--- src/rtl/vpf_pkg.sv ---
// Shared types, command codes and saturation helper for the vector path flattener.
// Used by every module of the block; depends on nothing else.
`timescale 1ns / 1ps
`default_nettype none

package vpf_pkg;

	localparam int PW = 24;
	localparam int EW = 28;
	localparam int CURVE_STEPS_DEF = 11;
	localparam int QDEPTH = 2;

	localparam logic [3:0] CMD_MOVE   = 4'd0;
	localparam logic [3:0] CMD_LINE   = 4'd1;
	localparam logic [3:0] CMD_HORIZ  = 4'd2;
	localparam logic [3:0] CMD_VERT   = 4'd3;
	localparam logic [3:0] CMD_CUBIC  = 4'd4;
	localparam logic [3:0] CMD_SCUBIC = 4'd5;
	localparam logic [3:0] CMD_QUAD   = 4'd6;
	localparam logic [3:0] CMD_SQUAD  = 4'd7;
	localparam logic [3:0] CMD_CLOSE  = 4'd8;

	localparam logic [1:0] KIND_NONE  = 2'd0;
	localparam logic [1:0] KIND_CUBIC = 2'd1;
	localparam logic [1:0] KIND_QUAD  = 2'd2;

	typedef logic signed [PW-1:0] coord_t;
	typedef logic signed [EW-1:0] wide_t;

	typedef struct packed {
		logic [3:0] cmd;
		logic       is_relative;
		coord_t     a_x;
		coord_t     a_y;
		coord_t     b_x;
		coord_t     b_y;
		coord_t     e_x;
		coord_t     e_y;
	} entry_t;

	typedef struct packed {
		logic valid;
		logic last;
		logic starts;
		logic closes;
	} tag_t;

	localparam wide_t COORD_MAX = EW'(8388607);
	localparam wide_t COORD_MIN = -EW'(8388608);

	function automatic coord_t sat_coord(input wide_t v);
		coord_t r;
		if (v > COORD_MAX) begin
			r = COORD_MAX[PW-1:0];
		end else if (v < COORD_MIN) begin
			r = COORD_MIN[PW-1:0];
		end else begin
			r = v[PW-1:0];
		end
		return r;
	endfunction

endpackage

`default_nettype wire

--- src/rtl/vpf_front.sv ---
// Input stage: takes command beats, drops unknown command codes, holds one entry.
// Depends on vpf_pkg.
`timescale 1ns / 1ps
`default_nettype none

module vpf_front import vpf_pkg::*; (
	input  wire logic   clk,
	input  wire logic   arst_n,
	input  wire logic   in_valid,
	output logic        in_stall,
	input  wire logic [3:0] cmd,
	input  wire logic   is_relative,
	input  wire coord_t ctrl_a_x,
	input  wire coord_t ctrl_a_y,
	input  wire coord_t ctrl_b_x,
	input  wire coord_t ctrl_b_y,
	input  wire coord_t end_x,
	input  wire coord_t end_y,
	output logic        push,
	output entry_t      push_data,
	input  wire logic   q_full
);

	logic   hold_valid_q;
	entry_t hold_q;
	logic   accept;
	logic   legal;

	assign in_stall  = hold_valid_q && q_full;
	assign accept    = in_valid && !in_stall;
	assign legal     = (cmd <= CMD_CLOSE);
	assign push      = hold_valid_q && !q_full;
	assign push_data = hold_q;

	always_ff @(posedge clk or negedge arst_n) begin
		if (!arst_n) begin
			hold_valid_q <= 1'b0;
		end else if (accept && legal) begin
			hold_valid_q <= 1'b1;
		end else if (push) begin
			hold_valid_q <= 1'b0;
		end
	end

	always_ff @(posedge clk) begin
		if (accept && legal) begin
			hold_q <= '{cmd: cmd, is_relative: is_relative, a_x: ctrl_a_x, a_y: ctrl_a_y,
				b_x: ctrl_b_x, b_y: ctrl_b_y, e_x: end_x, e_y: end_y};
		end
	end

endmodule

`default_nettype wire

--- config.mk ---
export PLATFORM = sky130hd
export DESIGN_NAME = vpf_front
export DESIGN_NICKNAME = d
export VERILOG_FILES = /design/src/rtl/vpf_pkg.sv /design/src/rtl/vpf_front.sv
export SDC_FILE = /design/constraint.sdc
export NUM_CORES = 1
export LEC_CHECK = 0
export BUFFER_PORTS_ARGS = -buffer_cell sky130_fd_sc_hd__clkbuf_2
export CORE_AREA = 3 3 116 118
export DETAILED_ROUTE_END_ITERATION = 7
export DIE_AREA = 0 0 119 121
export GPL_TIMING_DRIVEN = 0
export MAX_ROUTING_LAYER = met4
export PLACE_DENSITY = 0.8
export SYNTH_ARGS = -nofsm -noshare
export SYNTH_HDL_FRONTEND = slang
export SYNTH_SLANG_ARGS = --single-unit
--- constraint.sdc ---
create_clock -name clk -period 4.9 [get_ports clk]
set_input_delay 0.49 -clock clk [delete_from_list [all_inputs] [get_ports clk]]
set_output_delay 0.49 -clock clk [all_outputs]
set_load 0.05 [all_outputs]
Word level (Yosys, flattened, before mapping). Cells that the tools add are included.

Latch bits: 0. Output and inout port bits: 151. Input port bits: 153. Memories kept: 0. Bits in registers: 150. Word-level logic and storage cells: 19. Bits in writable memories: 0. Bits in read-only memories: 0.

Mux-type cells: 2. Shift-type cells: 0. Equality and inequality tests: 0. Order comparisons: 1. Reductions and logical operators: 7. Add/sub/neg operators: 0. Bitwise gates (word level): 0. Divide/modulo/power cells: 0. $mul: 0.

Operators with widths (count): $le A4 B4 Y1 const B (1); $logic_and A1 B1 Y1 (4); $logic_not A1 Y1 (2); $mux W1 (2); $reduce_bool A2 Y1 (1).

Longest topological paths before layout. Gate-level depths: netlist (run 1).

Word-level depth: 5. Gate-level depth with buffers: 2. Mapped depth without buffers: 2.

Worst setup path before layout (run 1). Ideal clock, no wire load.

Kind: input-to-reg. Start: in q_full. End: reg hold_q, in the netlist push_data[0] (enable). Required time: 4372 ps. Buffers on the path: 0. Setup time: 528 ps. Stages: 2. Setup slack: -80 ps. Data arrival time: 4452 ps. Cells stage by stage: and2_1 > and3b_1.

Word-level cells in the longest chain between the ends: 4.

Ends and longest elaborated chain: start, declared (RTL line vpf_front.sv:21) `input wire logic q_full`; $logic_and A1 B1 Y1 (RTL line vpf_front.sv:29) `assign in_stall = hold_valid_q && q_full;`; $logic_not A1 Y1 (RTL line vpf_front.sv:30) `assign accept = in_valid && !in_stall;`; $logic_and A1 B1 Y1 (RTL line vpf_front.sv:30); $logic_and A1 B1 Y1 (RTL line vpf_front.sv:46) `if (accept && legal) begin`; end signal, assigned (RTL line vpf_front.sv:47) `hold_q <= '{cmd: cmd, is_relative: is_relative, a_x: ctrl_a_x, a_y: ctrl_a_y,`; end, declared (RTL line vpf_front.sv:25) `entry_t hold_q;`.

No other way between the ends. A chain may end at the register's enable or synchronous reset.

Final worst setup path (run 1).
Start: reg hold_valid_q. End: reg hold_q, in the netlist push_data[118] (enable).

Word-level cells in the longest chain between the ends: 4.

Ends and longest elaborated chain: start, declared (RTL line vpf_front.sv:24) `logic hold_valid_q;`; start signal, assigned (RTL line vpf_front.sv:37) `hold_valid_q <= 1'b0;`; start signal, assigned (RTL line vpf_front.sv:39) `hold_valid_q <= 1'b1;`; start signal, assigned (RTL line vpf_front.sv:41) `hold_valid_q <= 1'b0;`; $logic_and A1 B1 Y1 (RTL line vpf_front.sv:29); $logic_not A1 Y1 (RTL line vpf_front.sv:30); $logic_and A1 B1 Y1 (RTL line vpf_front.sv:30); $logic_and A1 B1 Y1 (RTL line vpf_front.sv:46).

No other way between the ends.

==> results of run 1 <==
[cell families (layout without fill, tap and decap cells)]
| kind of cell | after synthesis | in the layout | synth area share (%) |
|---|---|---|---|
| flip-flops | 150 | 150 | 99.06 |
| AND/OR/NAND/NOR | 3 | 3 | 0.4685 |
| AO/OA/AOI/OAI | 2 | 2 | 0.4683 |
| buffers and inverters | 0 | 337 | 0 |
[worst reg2reg max path, stage by stage, from the launching register on]
cell	delay [ns]
dfrtp_1	0.37
and2_1	0.16
and3b_4	0.69
buf_16	0.33
buf_16	0.30
[cell usage after synthesis]
master,number,area share [%]
nor2b_1,1,0.14
and3b_1,1,0.19
a21o_2,1,0.19
edfxtp_1,149,99
o31ai_2,1,0.28
and2_1,1,0.14
dfrtp_1,1,0.55
[layer usage]
| layer | GRT usage (%) | routed length (um) | part of all wire (%) | vias up |
|---|---|---|---|---|
| li1 | - | - | - | 1287 |
| met1 | 15.92 | 3805 | 36 | 1312 |
| met2 | 24.58 | 5596 | 53 | 186 |
| met3 | 6.294 | 1041 | 9.8 | 13 |
| met4 | 6.951 | 187 | 1.8 | 0 |
| met5 | - | 0 | 0 | - |
[power groups by stage]
stage	Combinational, mW	Clock (mW)	Sequential [mW]
2_1_floorplan	0.0294	0	1.74
3_3_place_gp	0.358	0	1.54
3_5_place_dp	0.371	0	1.53
4_1_cts	0.372	1.22	1.51
5_1_grt	0.385	1.28	1.51
6_report	0.367	1.19	1.51
[per-stage QoR]
step                      instance area, um^2  utilization, %  setup slack [ns]  cells  hold WS (ns)
after floorplan                          4543               -             1.648    155        0.1944
after global placement                   6275           49.93             1.253    630        0.2745
after detailed placement                 6332           50.38             2.384    632        0.2721
after CTS                                6887           54.79             2.635    664        0.2325
after global routing                     6887           54.79             2.522    664        0.2258
final                                    6887           54.79             2.662    664        0.2559
[sequential cells by signal (all words and copies together) (netlist names)]
name	cells
push_data	149
hold_valid_q	1
[final timing paths]
path	end	slack [ns]
worst min-delay path	push_data[16]$_DFFE_PP_	0.26
worst max-delay path	push_data[118]$_DFFE_PP_	2.66
min in group asynchronous	hold_valid_q$_DFFE_PN0P_	0.38
max in group asynchronous	hold_valid_q$_DFFE_PN0P_	4.43
worst min register to register	hold_valid_q$_DFFE_PN0P_	0.64
worst max register to register	push_data[118]$_DFFE_PP_	2.66
[cell type report]
cell class	instances	area share, %
Sequential cell	150	65.33
Clock buffer	19	6.286
Clock inverter	12	1.617
Timing Repair Buffer	306	22.97
Tap cell	172	3.125
Multi-Input combinational cell	5	0.6722
==> results.md, run 1 <==
- Status: finished, final reports clean
- Final hold violation count: 0
- Total track usage: 15.03%
- CP max stage delay: between 0.6 and 0.7 ns
- Power share of the clock group: between 30% and 40%
- Global-route wire length before repair: 15,390 um
- Crit path buf inv count: 2
- Ports: 304
- CTS tree: done
- TritonRoute pass-1 iters: 5
- Critical Path AT: approximately 2.3 ns
- Syn Area/Cell: between 20 and 30 um^2
- Grt ovf: 0
- Die width: 119 um
- Row count: between 40 and 50
- Most common cell on crit path: buf_16
- DP Wirelength: around 8400 um
- Sequential fraction of the synthesis area: between 90% and 100%
- HP Class: in2reg
- Int Power: 2.313 mW
- Port bufs: about 300
- Register-to-Register Path Depth: 4
- Die Span Y: about 120 um
- Commonest cells after routing, fill and taps aside: 303 x clkbuf_2, 149 x edfxtp_1, 17 x clkbuf_16, 6 x clkinv_1
- Total clock buffers created by CTS: 17
- Post-synthesis cell count: 155
- Combinational cell fraction of total power: about an eighth
- Sequential Power Share: 49.3%
- Levels on crit path: 4
- Die area: 14,400 um^2
- CTS Buffer Depth: 2
- Layout net count: about 630
- Syn_nets: 308
- Tcrit/Tclk final: between 40% and 50%
- Mapped Area: between 4000 and 5000 um^2
- Worst Tran Pin Value: 0.5920 ns
- Area grow syn2layout: 51.63%
- # Post-CTS Setup Buffers: 0
- HP Start: end_y[16]
- Clk_lat worst skew: ~0.4 ns
- Htree depth: 4
- Setup TNS: 0 ns
- Worst reg2reg startpoint: hold_valid_q$_DFFE_PN0P_
- Net Sw Power: 747.4 uW
- WHS Path Cells: 1
- Crit-path slowest cell: and3b_4
- Fmax: 446.9 MHz
- Reg area: approximately 4500 um^2
- Seq cells post-synth: 150
- Antenna cells: 0
- Max IR drop VDD: 0.2420 mV
- Root cell of the clock tree: clkbuf_16
- Area of the core: 12,570 um^2
- Largest net degree at the start of global routing: 61
- Clock skew: slightly above 0.01 ns
- DRT Wirelength: approximately 11,000 um
- Total Power: around 3.1 mW
- Worst Setup End Kind: flip-flop
- Setup violators final: 0
- Ys Warns: 0
- CP required: between 4 and 5 ns
- Setup CP Type: reg2reg
- RSZ-0062 raised after global routing: false
- GPL Wtd Cong: around 0.73
- Routed len/inst: approximately 16 um
- CP startpoint: hold_valid_q$_DFFE_PN0P_
- Unique masters post-synth: 7
- Detail Route Antenna Nets: 0
- DRT iter0 DRCs: between 100 and 150
- Slew headroom: approximately three fifths
- Vias per std cell: approximately 4.2
- Layout fillers: ~1,000
- CTS Sinks: 150
- Initial core utilization: 36.14%
- Pleak: between 2 and 3 nW
- CP Max Fanout: 60
- Via count: 2,798
- CP delay by family, top: simple AND/OR/NAND/NOR gates
- PwrDens: ~440 nW/um^2
- Most common cell after layout, fill and taps aside: clkbuf_2
- CP Cell Sequence: and2_1 -> and3b_4 -> buf_16 -> buf_16
- Slew Limit Fails: 0
- Post-route DRC: 0
- Multi-input gate area: 46.29 um^2
- Fraction of layout cells with a size suffix above 1: approximately two thirds
- Initial antenna violation count: 0
- Switch share: between 20 and 25%
- Cts repair resizes: 0
- Startpoint Class: flip-flop
- Vias in the first global route: just under 3,000
- # hold bufs at CTS: 1
- Minimum clock period: 2.238 ns
- Clock slew at reported path FFs: ~0.06 ns
- Max_cap viols: 0
Note: power is estimated with default switching activity, not from simulation.
==> inputs of run 2 (changes only) <==
- clock period: 4.9 -> 2.3 ns (I/O delays scaled with it)
==> results.md, run 2 <==
- Seq cells post-synth: 150
- EDFF count, synth: around 150
- Total clock buffers created by CTS: 17
- Post-Synth Simple-Gate Area: less than 1%
- Post-synth top area cell: edfxtp_1
- Async S/R FF share, synth: less than 1%
- Port bufs: 303
- Yosys top cell area share: between 90 and 100%
- Ys Warns: 0
- Top FF cell, synth: edfxtp_1
- Synth area leaders: edfxtp_1 99%, dfrtp_1 0.55%, o31ai_2 0.28%
- Post-Synth Adder-Cell Area: 0%
- Post-synthesis cell count: ~160
- Top-count cell post-synth: edfxtp_1
- Htree depth: 4
- Row count: 41
- Mapped Area: approximately 4500 um^2
- Largest family of logic cells by synthesized area: compound AO/OA/AOI/OAI gates
- Ports: about 300
- Synth Area in Compound Gates: less than 1%
- GPL Wtd Cong: 0.7410
- Unique masters post-synth: 7
- Sequential fraction of the synthesis area: about 99%
- Tool Error: [ERROR RSZ-0060] Max buffer count reached.
- Initial core utilization: approximately 36%
- Root cell of the clock tree: clkbuf_16
- Failing step: clock tree synthesis
- Share of cell area taken by muxes after synthesis: 0%
- DP Wirelength: 8299 um
- Synth Area in XOR/XNOR: 0%
- # hold bufs at CTS: ~130
- Die width: ~120 um
- Die Span Y: between 100 and 150 um
- Syn Area/Cell: around 29 um^2
- Cts repair resizes: 0
- CTS Buffer Depth: 2
- Status: did not finish
- # Post-CTS Setup Buffers: 0
- Syn_nets: between 300 and 400
- CTS Sinks: 150
[run 2: metrics by stage]
stage,hold slack [ns],instances,util [%],worst slack (ns),area [um^2]
3_3_place_gp,0.009647,630,49.97,-0.4148,6280
3_5_place_dp,0.01079,632,50.40,0.4606,6335
2_1_floorplan,-0.06559,155,-,-0.08569,4548
[run 2: logic make-up after synthesis]
group            after synthesis
AO/OA/AOI/OAI                  2
flip-flops                   150
AND/OR/NAND/NOR                3
==> inputs of run 3 (changes only) <==
- CORE_AREA: 3 3 116 118 -> not set
- CORE_MARGIN: not set -> 3
- CORE_UTILIZATION: not set -> 35
- DIE_AREA: 0 0 119 121 -> not set
- MAX_ROUTING_LAYER: met4 -> not set
- PLACE_DENSITY: 0.8 -> not set
- PLACE_DENSITY_LB_ADDON: not set -> 0.15
==> results.md, run 3 <==
- Port bufs: approximately 300
- Seq cells post-synth: 150
- Tool Error: [ERROR RSZ-0060] Max buffer count reached.
- Die Span Y: between 100 and 150 um
- Sequential fraction of the synthesis area: between 90% and 100%
- Row count: 40
- Failing step: clock tree synthesis
- GPL Wtd Cong: 0.7062
- EDFF count, synth: 149
- Synth area leaders: edfxtp_1 99%, dfrtp_1 0.55%, o31ai_2 0.28%
- # Post-CTS Setup Buffers: 0
- CTS Buffer Depth: 2
- Die width: approximately 120 um
- Ports: about 300
- Syn Area/Cell: a little under 30 um^2
- CTS Sinks: 150
- Syn_nets: 308
- Top-count cell post-synth: edfxtp_1
- Top FF cell, synth: edfxtp_1
- Async S/R FF share, synth: less than 1%
- # hold bufs at CTS: 133
- Initial core utilization: ~37%
- Htree depth: 4
- Yosys top cell area share: a little over nine tenths
- Post-synth top area cell: edfxtp_1
- Total clock buffers created by CTS: 17
- Status: did not finish
- Mapped Area: between 4000 and 5000 um^2
- Unique masters post-synth: 7
- Cts repair resizes: 0
- Ys Warns: 0
- Root cell of the clock tree: clkbuf_16
- Post-synthesis cell count: between 150 and 200
## run 3: cell families after synthesis
| kind of cell | Yosys count | share of synthesized area, % |
|---|---|---|
| compound gates | 2 | 0.4683 |
| flops | 150 | 99.06 |
| simple gates | 3 | 0.4685 |
## run 3: through the flow
stage / utilization, % / setup WS (ns) / area (um^2) / std cells / TNS (ns)
after floorplan: - / -0.08569 / 4548 / 155 / -12.77
after global placement: 50.76 / -0.5130 / 6275 / 626 / -75.34
after detailed placement: 51.14 / 0.1544 / 6322 / 628 / 0
