--- config.mk ---
export PLATFORM = sky130hd
export DESIGN_NAME = vpf_queue
export DESIGN_NICKNAME = d
export VERILOG_FILES = /design/src/rtl/vpf_pkg.sv /design/src/rtl/vpf_queue.sv
export SDC_FILE = /design/constraint.sdc
export NUM_CORES = 1
export LEC_CHECK = 0
export BUFFER_PORTS_ARGS = -buffer_cell sky130_fd_sc_hd__buf_2
export CAP_MARGIN = 40
export CORE_MARGIN = 2
export CORE_UTILIZATION = 50
export CTS_CLUSTER_SIZE = 10
export DETAILED_ROUTE_END_ITERATION = 16
export GPL_ROUTABILITY_DRIVEN = 0
export MAX_ROUTING_LAYER = met4
export PLACE_DENSITY_LB_ADDON = 0.08
export SLEW_MARGIN = 40
export SYNTH_ARGS = -nofsm -noshare
export SYNTH_HDL_FRONTEND = slang
export SYNTH_SLANG_ARGS = --single-unit
--- constraint.sdc ---
create_clock -name clk -period 18.6 [get_ports clk]
set_input_delay 3.72 -clock clk [delete_from_list [all_inputs] [get_ports clk]]
set_output_delay 3.72 -clock clk [all_outputs]
set_load 0.01 [all_outputs]
--- src/rtl/vpf_pkg.sv ---
// Shared types, command codes and saturation helper for the vector path flattener.
// Used by every module of the block; depends on nothing else.
`timescale 1ns / 1ps
`default_nettype none

package vpf_pkg;

	localparam int PW = 24;
	localparam int EW = 28;
	localparam int CURVE_STEPS_DEF = 11;
	localparam int QDEPTH = 2;

	localparam logic [3:0] CMD_MOVE   = 4'd0;
	localparam logic [3:0] CMD_LINE   = 4'd1;
	localparam logic [3:0] CMD_HORIZ  = 4'd2;
	localparam logic [3:0] CMD_VERT   = 4'd3;
	localparam logic [3:0] CMD_CUBIC  = 4'd4;
	localparam logic [3:0] CMD_SCUBIC = 4'd5;
	localparam logic [3:0] CMD_QUAD   = 4'd6;
	localparam logic [3:0] CMD_SQUAD  = 4'd7;
	localparam logic [3:0] CMD_CLOSE  = 4'd8;

	localparam logic [1:0] KIND_NONE  = 2'd0;
	localparam logic [1:0] KIND_CUBIC = 2'd1;
	localparam logic [1:0] KIND_QUAD  = 2'd2;

	typedef logic signed [PW-1:0] coord_t;
	typedef logic signed [EW-1:0] wide_t;

	typedef struct packed {
		logic [3:0] cmd;
		logic       is_relative;
		coord_t     a_x;
		coord_t     a_y;
		coord_t     b_x;
		coord_t     b_y;
		coord_t     e_x;
		coord_t     e_y;
	} entry_t;

	typedef struct packed {
		logic valid;
		logic last;
		logic starts;
		logic closes;
	} tag_t;

	localparam wide_t COORD_MAX = EW'(8388607);
	localparam wide_t COORD_MIN = -EW'(8388608);

	function automatic coord_t sat_coord(input wide_t v);
		coord_t r;
		if (v > COORD_MAX) begin
			r = COORD_MAX[PW-1:0];
		end else if (v < COORD_MIN) begin
			r = COORD_MIN[PW-1:0];
		end else begin
			r = v[PW-1:0];
		end
		return r;
	endfunction

endpackage

`default_nettype wire

--- src/rtl/vpf_queue.sv ---
// Two-entry command queue between the input stage and the path sequencer.
// Depends on vpf_pkg.
`timescale 1ns / 1ps
`default_nettype none

module vpf_queue import vpf_pkg::*; (
	input  wire logic   clk,
	input  wire logic   arst_n,
	input  wire logic   push,
	input  wire entry_t push_data,
	output logic        full,
	input  wire logic   pop,
	output entry_t      pop_data,
	output logic        empty
);

	localparam int PTRW = $clog2(QDEPTH);
	localparam int CNTW = $clog2(QDEPTH + 1);

	entry_t            mem_q [QDEPTH];
	logic [PTRW-1:0]   wp_q;
	logic [PTRW-1:0]   rp_q;
	logic [CNTW-1:0]   cnt_q;

	assign full     = (cnt_q == CNTW'(QDEPTH));
	assign empty    = (cnt_q == '0);
	assign pop_data = mem_q[rp_q];

	always_ff @(posedge clk or negedge arst_n) begin
		if (!arst_n) begin
			wp_q  <= '0;
			rp_q  <= '0;
			cnt_q <= '0;
		end else begin
			if (push) begin
				wp_q <= (wp_q == PTRW'(QDEPTH - 1)) ? '0 : wp_q + 1'b1;
			end
			if (pop) begin
				rp_q <= (rp_q == PTRW'(QDEPTH - 1)) ? '0 : rp_q + 1'b1;
			end
			if (push && !pop) begin
				cnt_q <= cnt_q + 1'b1;
			end else if (pop && !push) begin
				cnt_q <= cnt_q - 1'b1;
			end
		end
	end

	always_ff @(posedge clk) begin
		if (push) begin
			mem_q[wp_q] <= push_data;
		end
	end

endmodule

`default_nettype wire

After elaboration in Yosys (flattened, before gate mapping):

Memory sizes are Yosys's and may differ from the RTL's.
Index checks and enable logic that the tools add are counted.

* register bits after elaboration: 4
* memory bits (writable): 298
* input bits: 153
* word-level logic and storage cells: 21
* memories: 1

Memories
* mem_q: depth 2, bits a word 149, rd ports 1, clocked after Yosys merged registers in 0, wr ports 1, line vpf_queue.sv:20 `entry_t mem_q [QDEPTH];`

* $add $sub $neg: 4
* equality and inequality tests: 1
* multiplexer cells: 6
* reduce and logical (&&, ||, !) cells: 6

Operators with widths (number)
* 1-bit 2-to-1 mux: 4
* 2-bit 2-to-1 mux: 2
* 1-bit adder, second input constant: 2
* 2-bit by 1-bit adder with 2-bit output, second input constant: 1
* 2-bit == test, second input constant: 1
* 1-bit logical AND: 2
* 1-bit zero test: 2
* 2-bit zero test: 1
* 2-bit nonzero test: 1
* 2-bit by 1-bit subtractor with 2-bit output, second input constant: 1

Longest topological paths before layout:

Gate-level depths: netlist of run 1.

* depth in word-level cells: 4
* mapped depth: 5
* gate-level depth less buffers: 5

Worst setup path after synthesis of run 1:

No wires, ideal clock.

* kind: in2reg
* start point: input push
* end point: memory mem_q[0][0] in the netlist's numbering (enable)
* library setup time: 0.677 ns
* data arrival time: 10.165 ns
* required time: 17.923 ns
* slack: 7.758 ns
* stages on the path: 1
* cell sequence: nor2b_1

* cells in the longest elaborated chain, start to end: 2

Ends and longest elaborated chain
* start, declared: line vpf_queue.sv:9 `input wire logic push,`
* 1-bit 2-to-1 mux: line vpf_queue.sv:50 `if (push) begin`
* 1-bit 2-to-1 mux (implied by the code): line vpf_queue.sv:51 `mem_q[wp_q] <= push_data;`
* end, declared: line vpf_queue.sv:20

No other way between the ends.

==> results.sh, run 1 <==
export IMPL_syn2layout_area_growth_pct=24.7
export IMPL_drt_iter0_markers=258
export IMPL_setup_viol=0
export IMPL_syn_nets=634
export IMPL_finalClockSkew_ps=22.6
export IMPL_cts_hold_buf=0
export IMPL_startpoint_type="register"
export IMPL_clk_pin_slew_ps=50
export IMPL_r2r_end="mem_q[1][126]"
export IMPL_cp_end_kind="primary output"
export IMPL_wl_um=21500
export IMPL_peakVddDrop_uv=116
export IMPL_vias_per_cell=5.04
export IMPL_antenna_found_initial=6
export IMPL_seq_area_mm2=0.00905
export IMPL_r2r_start="wp_q"
export IMPL_nFillCells=1615
export IMPL_cts_sinks=302
export IMPL_dpl_hpwl_um=14400
export IMPL_nets=964
export IMPL_rows=55
export IMPL_cts_repair_resize_count=0
export IMPL_grt_overflow=0
export IMPL_fin_crit_sh=0.343
export IMPL_rrSetupSlack_ps=16270
export IMPL_ys_seq_area_frac=0.797
export IMPL_max_slew_margin_rel=0.448
export IMPL_hold_depth=1
export IMPL_tns_ps=0
export IMPL_period_needed_ps=6380
export IMPL_htreeDepth=2
export IMPL_final_max_slew_violation_count=0
export IMPL_die_x_um=155
export IMPL_drtPass1Iterations=4
export IMPL_fp_dieH_um=155
export IMPL_path_class="register to primary output"
export IMPL_drtAntennaViolNets=0
export IMPL_grt_pass1_wl_um=31900
export IMPL_numCtsBuffers=36
export IMPL_multi_input_area_mm2=0.00215
export IMPL_rsz0062_at_grt="false"
export IMPL_placed_area_mm2=0.0132
export IMPL_yosysUniqueCellTypes=14
export IMPL_grt_pass1_vias=5941
export IMPL_hold_viol=0
export IMPL_status="complete, no violations"
export IMPL_design_area_mm2=0.0142
export IMPL_crit_fanout=59
export IMPL_max_cap_violations=0
export IMPL_hp_class="register to register"
export IMPL_tightest_slew_ps=829
export IMPL_critPathArrivalTime_ps=2660
export IMPL_layout_common_cells="buf_2 (303), edfxtp_1 (298), mux2_4 (100)"
export IMPL_wire_per_inst_um=19.4
export IMPL_die_area_mm2=0.0239
export IMPL_final_layout_size_suffix_gt1_frac=0.610
export IMPL_grt_max_degree=83
export IMPL_required_ps=14880
export IMPL_port_buffers=303
export IMPL_cts_tree="built"
export IMPL_yosysWarnings=0
export IMPL_initial_utilization=0.506
export IMPL_grt_usage=0.181
export IMPL_p_per_area_mw_per_mm2=155
export IMPL_cts_setup_buffers=0
export IMPL_clk_latency_ps=510
export IMPL_r2r_cells=3
export IMPL_leakage_uw=0.00562
export IMPL_cts_root_buf="clkbuf_16"
export IMPL_syn_cell_area_mm2=0.0114
export IMPL_vias=5600
export IMPL_ioPinCount=304
export IMPL_core_area_mm2=0.0224
export IMPL_clk_path_buf_depth=3
export IMPL_hold_path_startpoint="cnt_q[1]"
export IMPL_syn_area_per_cell_um2=23.7
export IMPL_syn_inst=480
export IMPL_ys_ff_latch=302
export IMPL_final_common_cell="buf_2"
export IMPL_drc=0
export IMPL_hold_end="cnt_q[1]"
export IMPL_final_util=0.631
export IMPL_clock_fmax_ghz=0.157
[metal layers]
metal / GRT usage / part of all wire / vias to the layer above
met1: 0.208 / 0.39 / 2760
li1: - / - / 2576
met2: 0.304 / 0.51 / 225
met5: - / 0 / -
met3: 0.0560 / 0.076 / 39
met4: 0.0639 / 0.024 / 0
[where the power goes]
group	internal (uW)	leakage, uW	total [uW]	switching, uW
Clock	358	0.000476	595	237
Combinational	320	0.00230	637	317
Sequential	905	0.00284	958	53.0
[flip-flops by register name, summed over array words and instances (netlist names)]
register / cells
cnt_q: 2
mem_q: 298
rp_q: 1
wp_q: 1
[metrics by stage]
| stage | setup WS, ps | std cells | total power [uW] | hold WS (ps) |
|---|---|---|---|---|
| 2_1_floorplan | 7760 | 480 | 1430 | 455 |
| 3_3_place_gp | 12550 | 1056 | 1600 | 475 |
| 3_5_place_dp | 12730 | 1057 | 1620 | 488 |
| 4_1_cts | 12180 | 1106 | 2220 | 506 |
| 5_1_grt | 12090 | 1112 | 2290 | 538 |
| 6_report | 12220 | 1112 | 2190 | 502 |
[kinds of logic (layout without fill, tap and decap cells)]
family,after synthesis,count (layout),share of synthesized area
xor+xnor,5,5,0.00386
simple gates,5,5,0.00231
fa+ha+maj,1,1,0.00110
mux,149,149,0.181
buf+inv,18,359,0.0148
other cells,0,6,0
flops,302,302,0.797
[worst max-delay path, stage by stage, from the launching register on]
cell and delay, ps:
dfrtp_4 880, buf_6 630, mux2_2 420, buf_2 140
[worst max-delay path by stage]
stage               startpoint            end  slack, ps  cells past startpoint
finish                    rp_q  pop_data[140]      12220                      3
global route              rp_q  pop_data[135]      12090                      3
CTS                       rp_q  pop_data[140]      12180                      3
detailed placement        rp_q  pop_data[140]      12730                      3
global placement          push  mem_q[1][122]      12550                      3
floorplan                 push    mem_q[0][0]       7760                      1
[final cells by class]
class                           count  share of cell area
Sequential cell                   302               0.640
Antenna cell                        6             0.00106
Inverter                            1            0.000265
Clock buffer                       46              0.0678
Tap cell                          285              0.0252
Timing Repair Buffer              309               0.113
Clock inverter                      3             0.00177
Multi-Input combinational cell    160               0.152
[Yosys cell counts (all sizes together)]
library cell / number / area share
edfxtp: 298 / 0.79
mux2: 149 / 0.18
buf: 17 / 0.014
dfrtp: 4 / 0.0088
xor2: 4 / 0.0031
nor2: 2 / 0.00066
nor2b: 2 / 0.0011
and2: 1 / 0.00055
ha: 1 / 0.0011
inv: 1 / 0.00033
xnor2: 1 / 0.00077
Power figures use the tool's default switching activity.
==> run 2, diff against run 1 <==
--- a/config.mk
+++ b/config.mk
@@ -8,7 +8,7 @@
 export BUFFER_PORTS_ARGS = -buffer_cell sky130_fd_sc_hd__buf_2
 export CAP_MARGIN = 40
 export CORE_MARGIN = 2
-export CORE_UTILIZATION = 50
+export CORE_UTILIZATION = 47
 export CTS_CLUSTER_SIZE = 10
 export DETAILED_ROUTE_END_ITERATION = 16
 export GPL_ROUTABILITY_DRIVEN = 0
==> constraint.sdc (replaced) <==
create_clock -name clk -period 5.4 [get_ports clk]
set_input_delay 1.08 -clock clk [delete_from_list [all_inputs] [get_ports clk]]
set_output_delay 1.08 -clock clk [all_outputs]
set_load 0.01 [all_outputs]
==> run 2 against run 1 <==
Net effect:
- via count shrank 0.57%
- critical endpoint is now pop_data[58]
- largest power group unchanged
- sequential power rose to 3.4 times the previous value
- core utilization down 2.7 points
- highest routed layer unchanged
- largest cell class unchanged
- die area grew 6.2%
==> results.sh, run 2 (synthesized netlist as in run 1, its figures left out) <==
export IMPL_grt_usage=0.173
export IMPL_leakage_uw=0.00565
export IMPL_critPathArrivalTime_ps=2480
export IMPL_cts_root_buf="clkbuf_16"
export IMPL_port_buffers=303
export IMPL_die_area_mm2=0.0254
export IMPL_tightest_slew_ps=687
export IMPL_grt_pass1_wl_um=32900
export IMPL_numCtsBuffers=36
export IMPL_cts_repair_resize_count=0
export IMPL_period_needed_ps=3560
export IMPL_rows=56
export IMPL_final_max_slew_violation_count=0
export IMPL_rrSetupSlack_ps=3630
export IMPL_peakVddDrop_uv=384
export IMPL_final_common_cell="buf_2"
export IMPL_design_area_mm2=0.0143
export IMPL_cp_end_kind="primary output"
export IMPL_ioPinCount=304
export IMPL_startpoint="rp_q"
export IMPL_nFillCells=1780
export IMPL_cts_tree="built"
export IMPL_drtPass1Iterations=6
export IMPL_syn2layout_area_growth_pct=25.6
export IMPL_power_uw=7590
export IMPL_wl_um=21900
export IMPL_path_class="register to primary output"
export IMPL_post_place_ws_ps=2320
export IMPL_setup_ws_ps=1840
export IMPL_nets=965
export IMPL_rsz0062_at_grt="false"
export IMPL_hold_viol=0
export IMPL_drc=0
export IMPL_top_regs="mem_q: 298 flops, cnt_q: 2 flops"
export IMPL_r2r_cells=2
export IMPL_grt_max_degree=150
export IMPL_fin_cells=1150
export IMPL_layout_common_cells="buf_2 (303), edfxtp_1 (298), mux2_4 (100)"
export IMPL_max_cap_violations=0
export IMPL_grt_overflow=0
export IMPL_regMostFlops="mem_q"
export IMPL_crit_end="pop_data[58]"
export IMPL_dp_cells=1091
export IMPL_p_per_area_mw_per_mm2=532
export IMPL_clock_fmax_ghz=0.281
export IMPL_cts_sinks=302
export IMPL_fp_dieH_um=159
export IMPL_placed_area_mm2=0.0132
export IMPL_r2r_end="mem_q[1][8]"
export IMPL_initial_utilization=0.481
export IMPL_clk_pin_slew_ps=50
export IMPL_finalClockSkew_ps=10.6
export IMPL_wire_per_inst_um=19.0
export IMPL_cts_hold_buf=0
export IMPL_core_area_mm2=0.0236
export IMPL_largest_reg_flops=298
export IMPL_grt_pass1_vias=6048
export IMPL_antenna_found_initial=5
export IMPL_setup_viol=0
export IMPL_drtAntennaViolNets=0
export IMPL_clk_path_buf_depth=3
export IMPL_max_slew_margin_rel=0.542
export IMPL_status="complete, no violations"
export IMPL_drt_iter0_markers=371
export IMPL_dpl_hpwl_um=14600
export IMPL_hp_class="input pin to asynchronous set/reset pin"
export IMPL_final_layout_size_suffix_gt1_frac=0.607
export IMPL_crit_fanout=46
export IMPL_clk_latency_ps=490
export IMPL_vias_per_cell=4.84
export IMPL_vias=5568
export IMPL_tns_ps=0
export IMPL_r2r_start="wp_q"
export IMPL_die_x_um=159
export IMPL_startpoint_type="register"
export IMPL_required_ps=4320
export IMPL_fin_crit_sh=0.659
export IMPL_htreeDepth=2
export IMPL_cts_setup_buffers=0
-- run 2: cell count changes in the layout (fill, tap and decap cells not counted), sizes merged --
| cell | change |
|---|---|
| clkinvlp | -1 |
| inv | -2 |
| clkbuf | +7 |
| diode | -1 |
| buf | +1 |
-- run 2: how the worst min path moves through the flow --
stage,start,end,cells past startpoint
floorplan,cnt_q[1],cnt_q[1],1
global placement,cnt_q[1],cnt_q[1],1
detailed placement,cnt_q[1],cnt_q[1],1
CTS,arst_n,cnt_q[0],1
global route,arst_n,rp_q,1
finish,arst_n,cnt_q[0],1
-- run 2: layout make-up --
cell class | count | area, um2 | share of cell area
clock buffers | 53 | 1010 | 0.0706
repair buffers | 310 | 1640 | 0.115
flip-flops and latches | 302 | 9050 | 0.635
diodes | 5 | 12.5 | 0.000877
inverters | 1 | 3.75 | 0.000263
well taps | 319 | 399 | 0.0280
multi-input cells | 160 | 2150 | 0.150
-- run 2: critical path: stages, from the launching register on --
cell and delay (ps):
dfrtp_4 880, buf_4 600, mux2_4 350, buf_2 140
-- run 2: power by group --
part / internal [uW] / switching (uW)
registers: 3110 / 183
clock network: 1270 / 807
logic: 1120 / 1090
total: 5500 / 2080
-- run 2: routing by layer --
metal / GRT usage / up-vias / part of all wire / routed length, um
met1: 0.196 / 2737 / 0.40 / 8750
met4: 0.0649 / 0 / 0.022 / 486
li1: - / 2576 / - / -
met2: 0.285 / 217 / 0.50 / 10900
met3: 0.0581 / 38 / 0.083 / 1810
met5: - / - / 0 / 0
-- run 2: stage by stage --
stage,utilization,hold WS [ps]
after detailed placement,0.560,481
after CTS,0.602,378
after floorplan,-,456
after global placement,0.559,472
final,0.604,397
after global routing,0.604,382
==> run 3, diff against run 2 <==
--- a/config.mk
+++ b/config.mk
@@ -8,7 +8,7 @@
 export BUFFER_PORTS_ARGS = -buffer_cell sky130_fd_sc_hd__buf_2
 export CAP_MARGIN = 40
 export CORE_MARGIN = 2
-export CORE_UTILIZATION = 47
+export CORE_UTILIZATION = 50
 export CTS_CLUSTER_SIZE = 10
 export DETAILED_ROUTE_END_ITERATION = 16
 export GPL_ROUTABILITY_DRIVEN = 0
==> constraint.sdc (replaced) <==
create_clock -name clk -period 3.58 [get_ports clk]
set_input_delay 0.716 -clock clk [delete_from_list [all_inputs] [get_ports clk]]
set_output_delay 0.716 -clock clk [all_outputs]
set_load 0.01 [all_outputs]
==> run 3 against run 2 <==
Net effect:
- clock skew about the same
- global-route usage rose by 0.90 points
- core utilization rose by 2.8 points
- sequential share of layout area increased by 0.39 points
- via count is 0.38% lower
- hold slack worse by 370 ps
- sequential cell count stayed put
- worst setup slack got worse by 930 ps
- combinational power up 55%
- register-to-register slack worse by 1900 ps
==> results.sh, run 3 (synthesized netlist as in run 1, its figures left out) <==
export IMPL_period_needed_ps=2670
export IMPL_final_max_slew_violation_count=0
export IMPL_path_cells="buf_4 > mux2_2 > buf_2"
export IMPL_grt_pass1_wl_um=32000
export IMPL_vias=5547
export IMPL_grt_max_degree=87
export IMPL_final_common_cell="buf_2"
export IMPL_initial_utilization=0.506
export IMPL_antenna_found_initial=6
export IMPL_core_area_mm2=0.0224
export IMPL_critPathArrivalTime_ps=1950
export IMPL_crit_end="pop_data[12]"
export IMPL_finalClockSkew_ps=10.4
export IMPL_top_regs="mem_q: 298 flops, cnt_q: 2 flops"
export IMPL_grt_overflow=0
export IMPL_hold_viol=0
export IMPL_cts_hold_buf=0
export IMPL_path_delay_family="buffers and inverters"
export IMPL_clk_latency_ps=490
export IMPL_numCtsBuffers=36
export IMPL_max_slew_margin_rel=0.520
export IMPL_drtPass1Iterations=6
export IMPL_status="complete, no violations"
export IMPL_clk_path_buf_depth=3
export IMPL_fp_dieH_um=155
export IMPL_crit_fanout=38
export IMPL_cts_tree="built"
export IMPL_rsz0062_at_grt="false"
export IMPL_startpoint="rp_q"
export IMPL_cp_end_kind="primary output"
export IMPL_nets=965
export IMPL_clock_fmax_ghz=0.375
export IMPL_drt_iter0_markers=282
export IMPL_regMostFlops="mem_q"
export IMPL_largest_reg_flops=298
export IMPL_final_layout_size_suffix_gt1_frac=0.611
export IMPL_die_area_mm2=0.0239
export IMPL_cts_sinks=302
export IMPL_drc=0
export IMPL_syn2layout_area_growth_pct=24.8
export IMPL_tightest_slew_ps=720
export IMPL_fin_crit_sh=0.745
export IMPL_r2r_end="mem_q[1][80]"
export IMPL_required_ps=2860
export IMPL_startpoint_type="register"
export IMPL_die_x_um=155
export IMPL_whs_ps=29.6
export IMPL_wire_per_inst_um=19.5
export IMPL_grt_pass1_vias=5928
export IMPL_setup_viol=0
export IMPL_clk_pin_slew_ps=60
export IMPL_layout_common_cells="buf_2 (303), edfxtp_1 (298), mux2_4 (100)"
export IMPL_grt_usage=0.182
export IMPL_wl_um=21600
export IMPL_htreeDepth=2
export IMPL_crit_cells=3
export IMPL_hp_class="input pin to asynchronous set/reset pin"
export IMPL_rrSetupSlack_ps=1770
export IMPL_port_buffers=303
export IMPL_leakage_uw=0.00562
export IMPL_rows=55
export IMPL_power_uw=11400
export IMPL_tns_ps=0
export IMPL_drtAntennaViolNets=0
export IMPL_dpl_hpwl_um=14300
export IMPL_vias_per_cell=5.00
export IMPL_cp_slowest_cell="dfrtp_4"
export IMPL_max_cap_violations=0
export IMPL_placed_area_mm2=0.0132
export IMPL_design_area_mm2=0.0142
export IMPL_cts_repair_resize_count=0
export IMPL_r2r_start="wp_q"
export IMPL_cpPeakStageDelay_ps=450
export IMPL_path_class="register to primary output"
export IMPL_critical_path_buf_inv_count=2
export IMPL_ioPinCount=304
export IMPL_r2r_cells=2
export IMPL_p_per_area_mw_per_mm2=802
export IMPL_cts_setup_buffers=0
export IMPL_peakVddDrop_uv=635
export IMPL_cts_root_buf="clkbuf_16"
[run 3: through the flow]
stage	utilization	std cells	setup slack (ps)
after floorplan	-	480	195
after global placement	0.588	1058	1390
after detailed placement	0.588	1058	1340
after CTS	0.631	1103	886
after global routing	0.632	1109	833
final	0.632	1110	914
[run 3: worst min-delay path by stage]
stage	start	to	slack, ps
after floorplan	arst_n	cnt_q[0]	420
after global placement	cnt_q[1]	cnt_q[1]	480
after detailed placement	cnt_q[1]	cnt_q[1]	480
after CTS	arst_n	cnt_q[0]	10
after global routing	arst_n	cnt_q[0]	9
final	arst_n	rp_q	30
[run 3: area by class of cell]
type	instances	area, um2
repair buffers	310	1640
clock inverters	1	7.51
inverters	1	3.75
fillers	1626	8260
diodes	7	17.5
flip-flops and latches	302	9050
clock buffers	44	952
multi-input cells	160	2150
well taps	285	357
[run 3: layer usage]
layer | vias to the layer above | track usage | wire (um) | part of all wire
li1 | 2566 | - | - | -
met1 | 2720 | 0.212 | 8380 | 0.39
met2 | 220 | 0.304 | 11000 | 0.51
met3 | 41 | 0.0560 | 1740 | 0.080
met4 | 0 | 0.0569 | 492 | 0.023
met5 | - | - | 0 | 0
[run 3: report_power, final]
part	switching (uW)	total (uW)	internal, uW
Sequential	182	4880	4700
Combinational	1740	3440	1700
Clock	1210	3050	1840
Total	3130	11400	8240
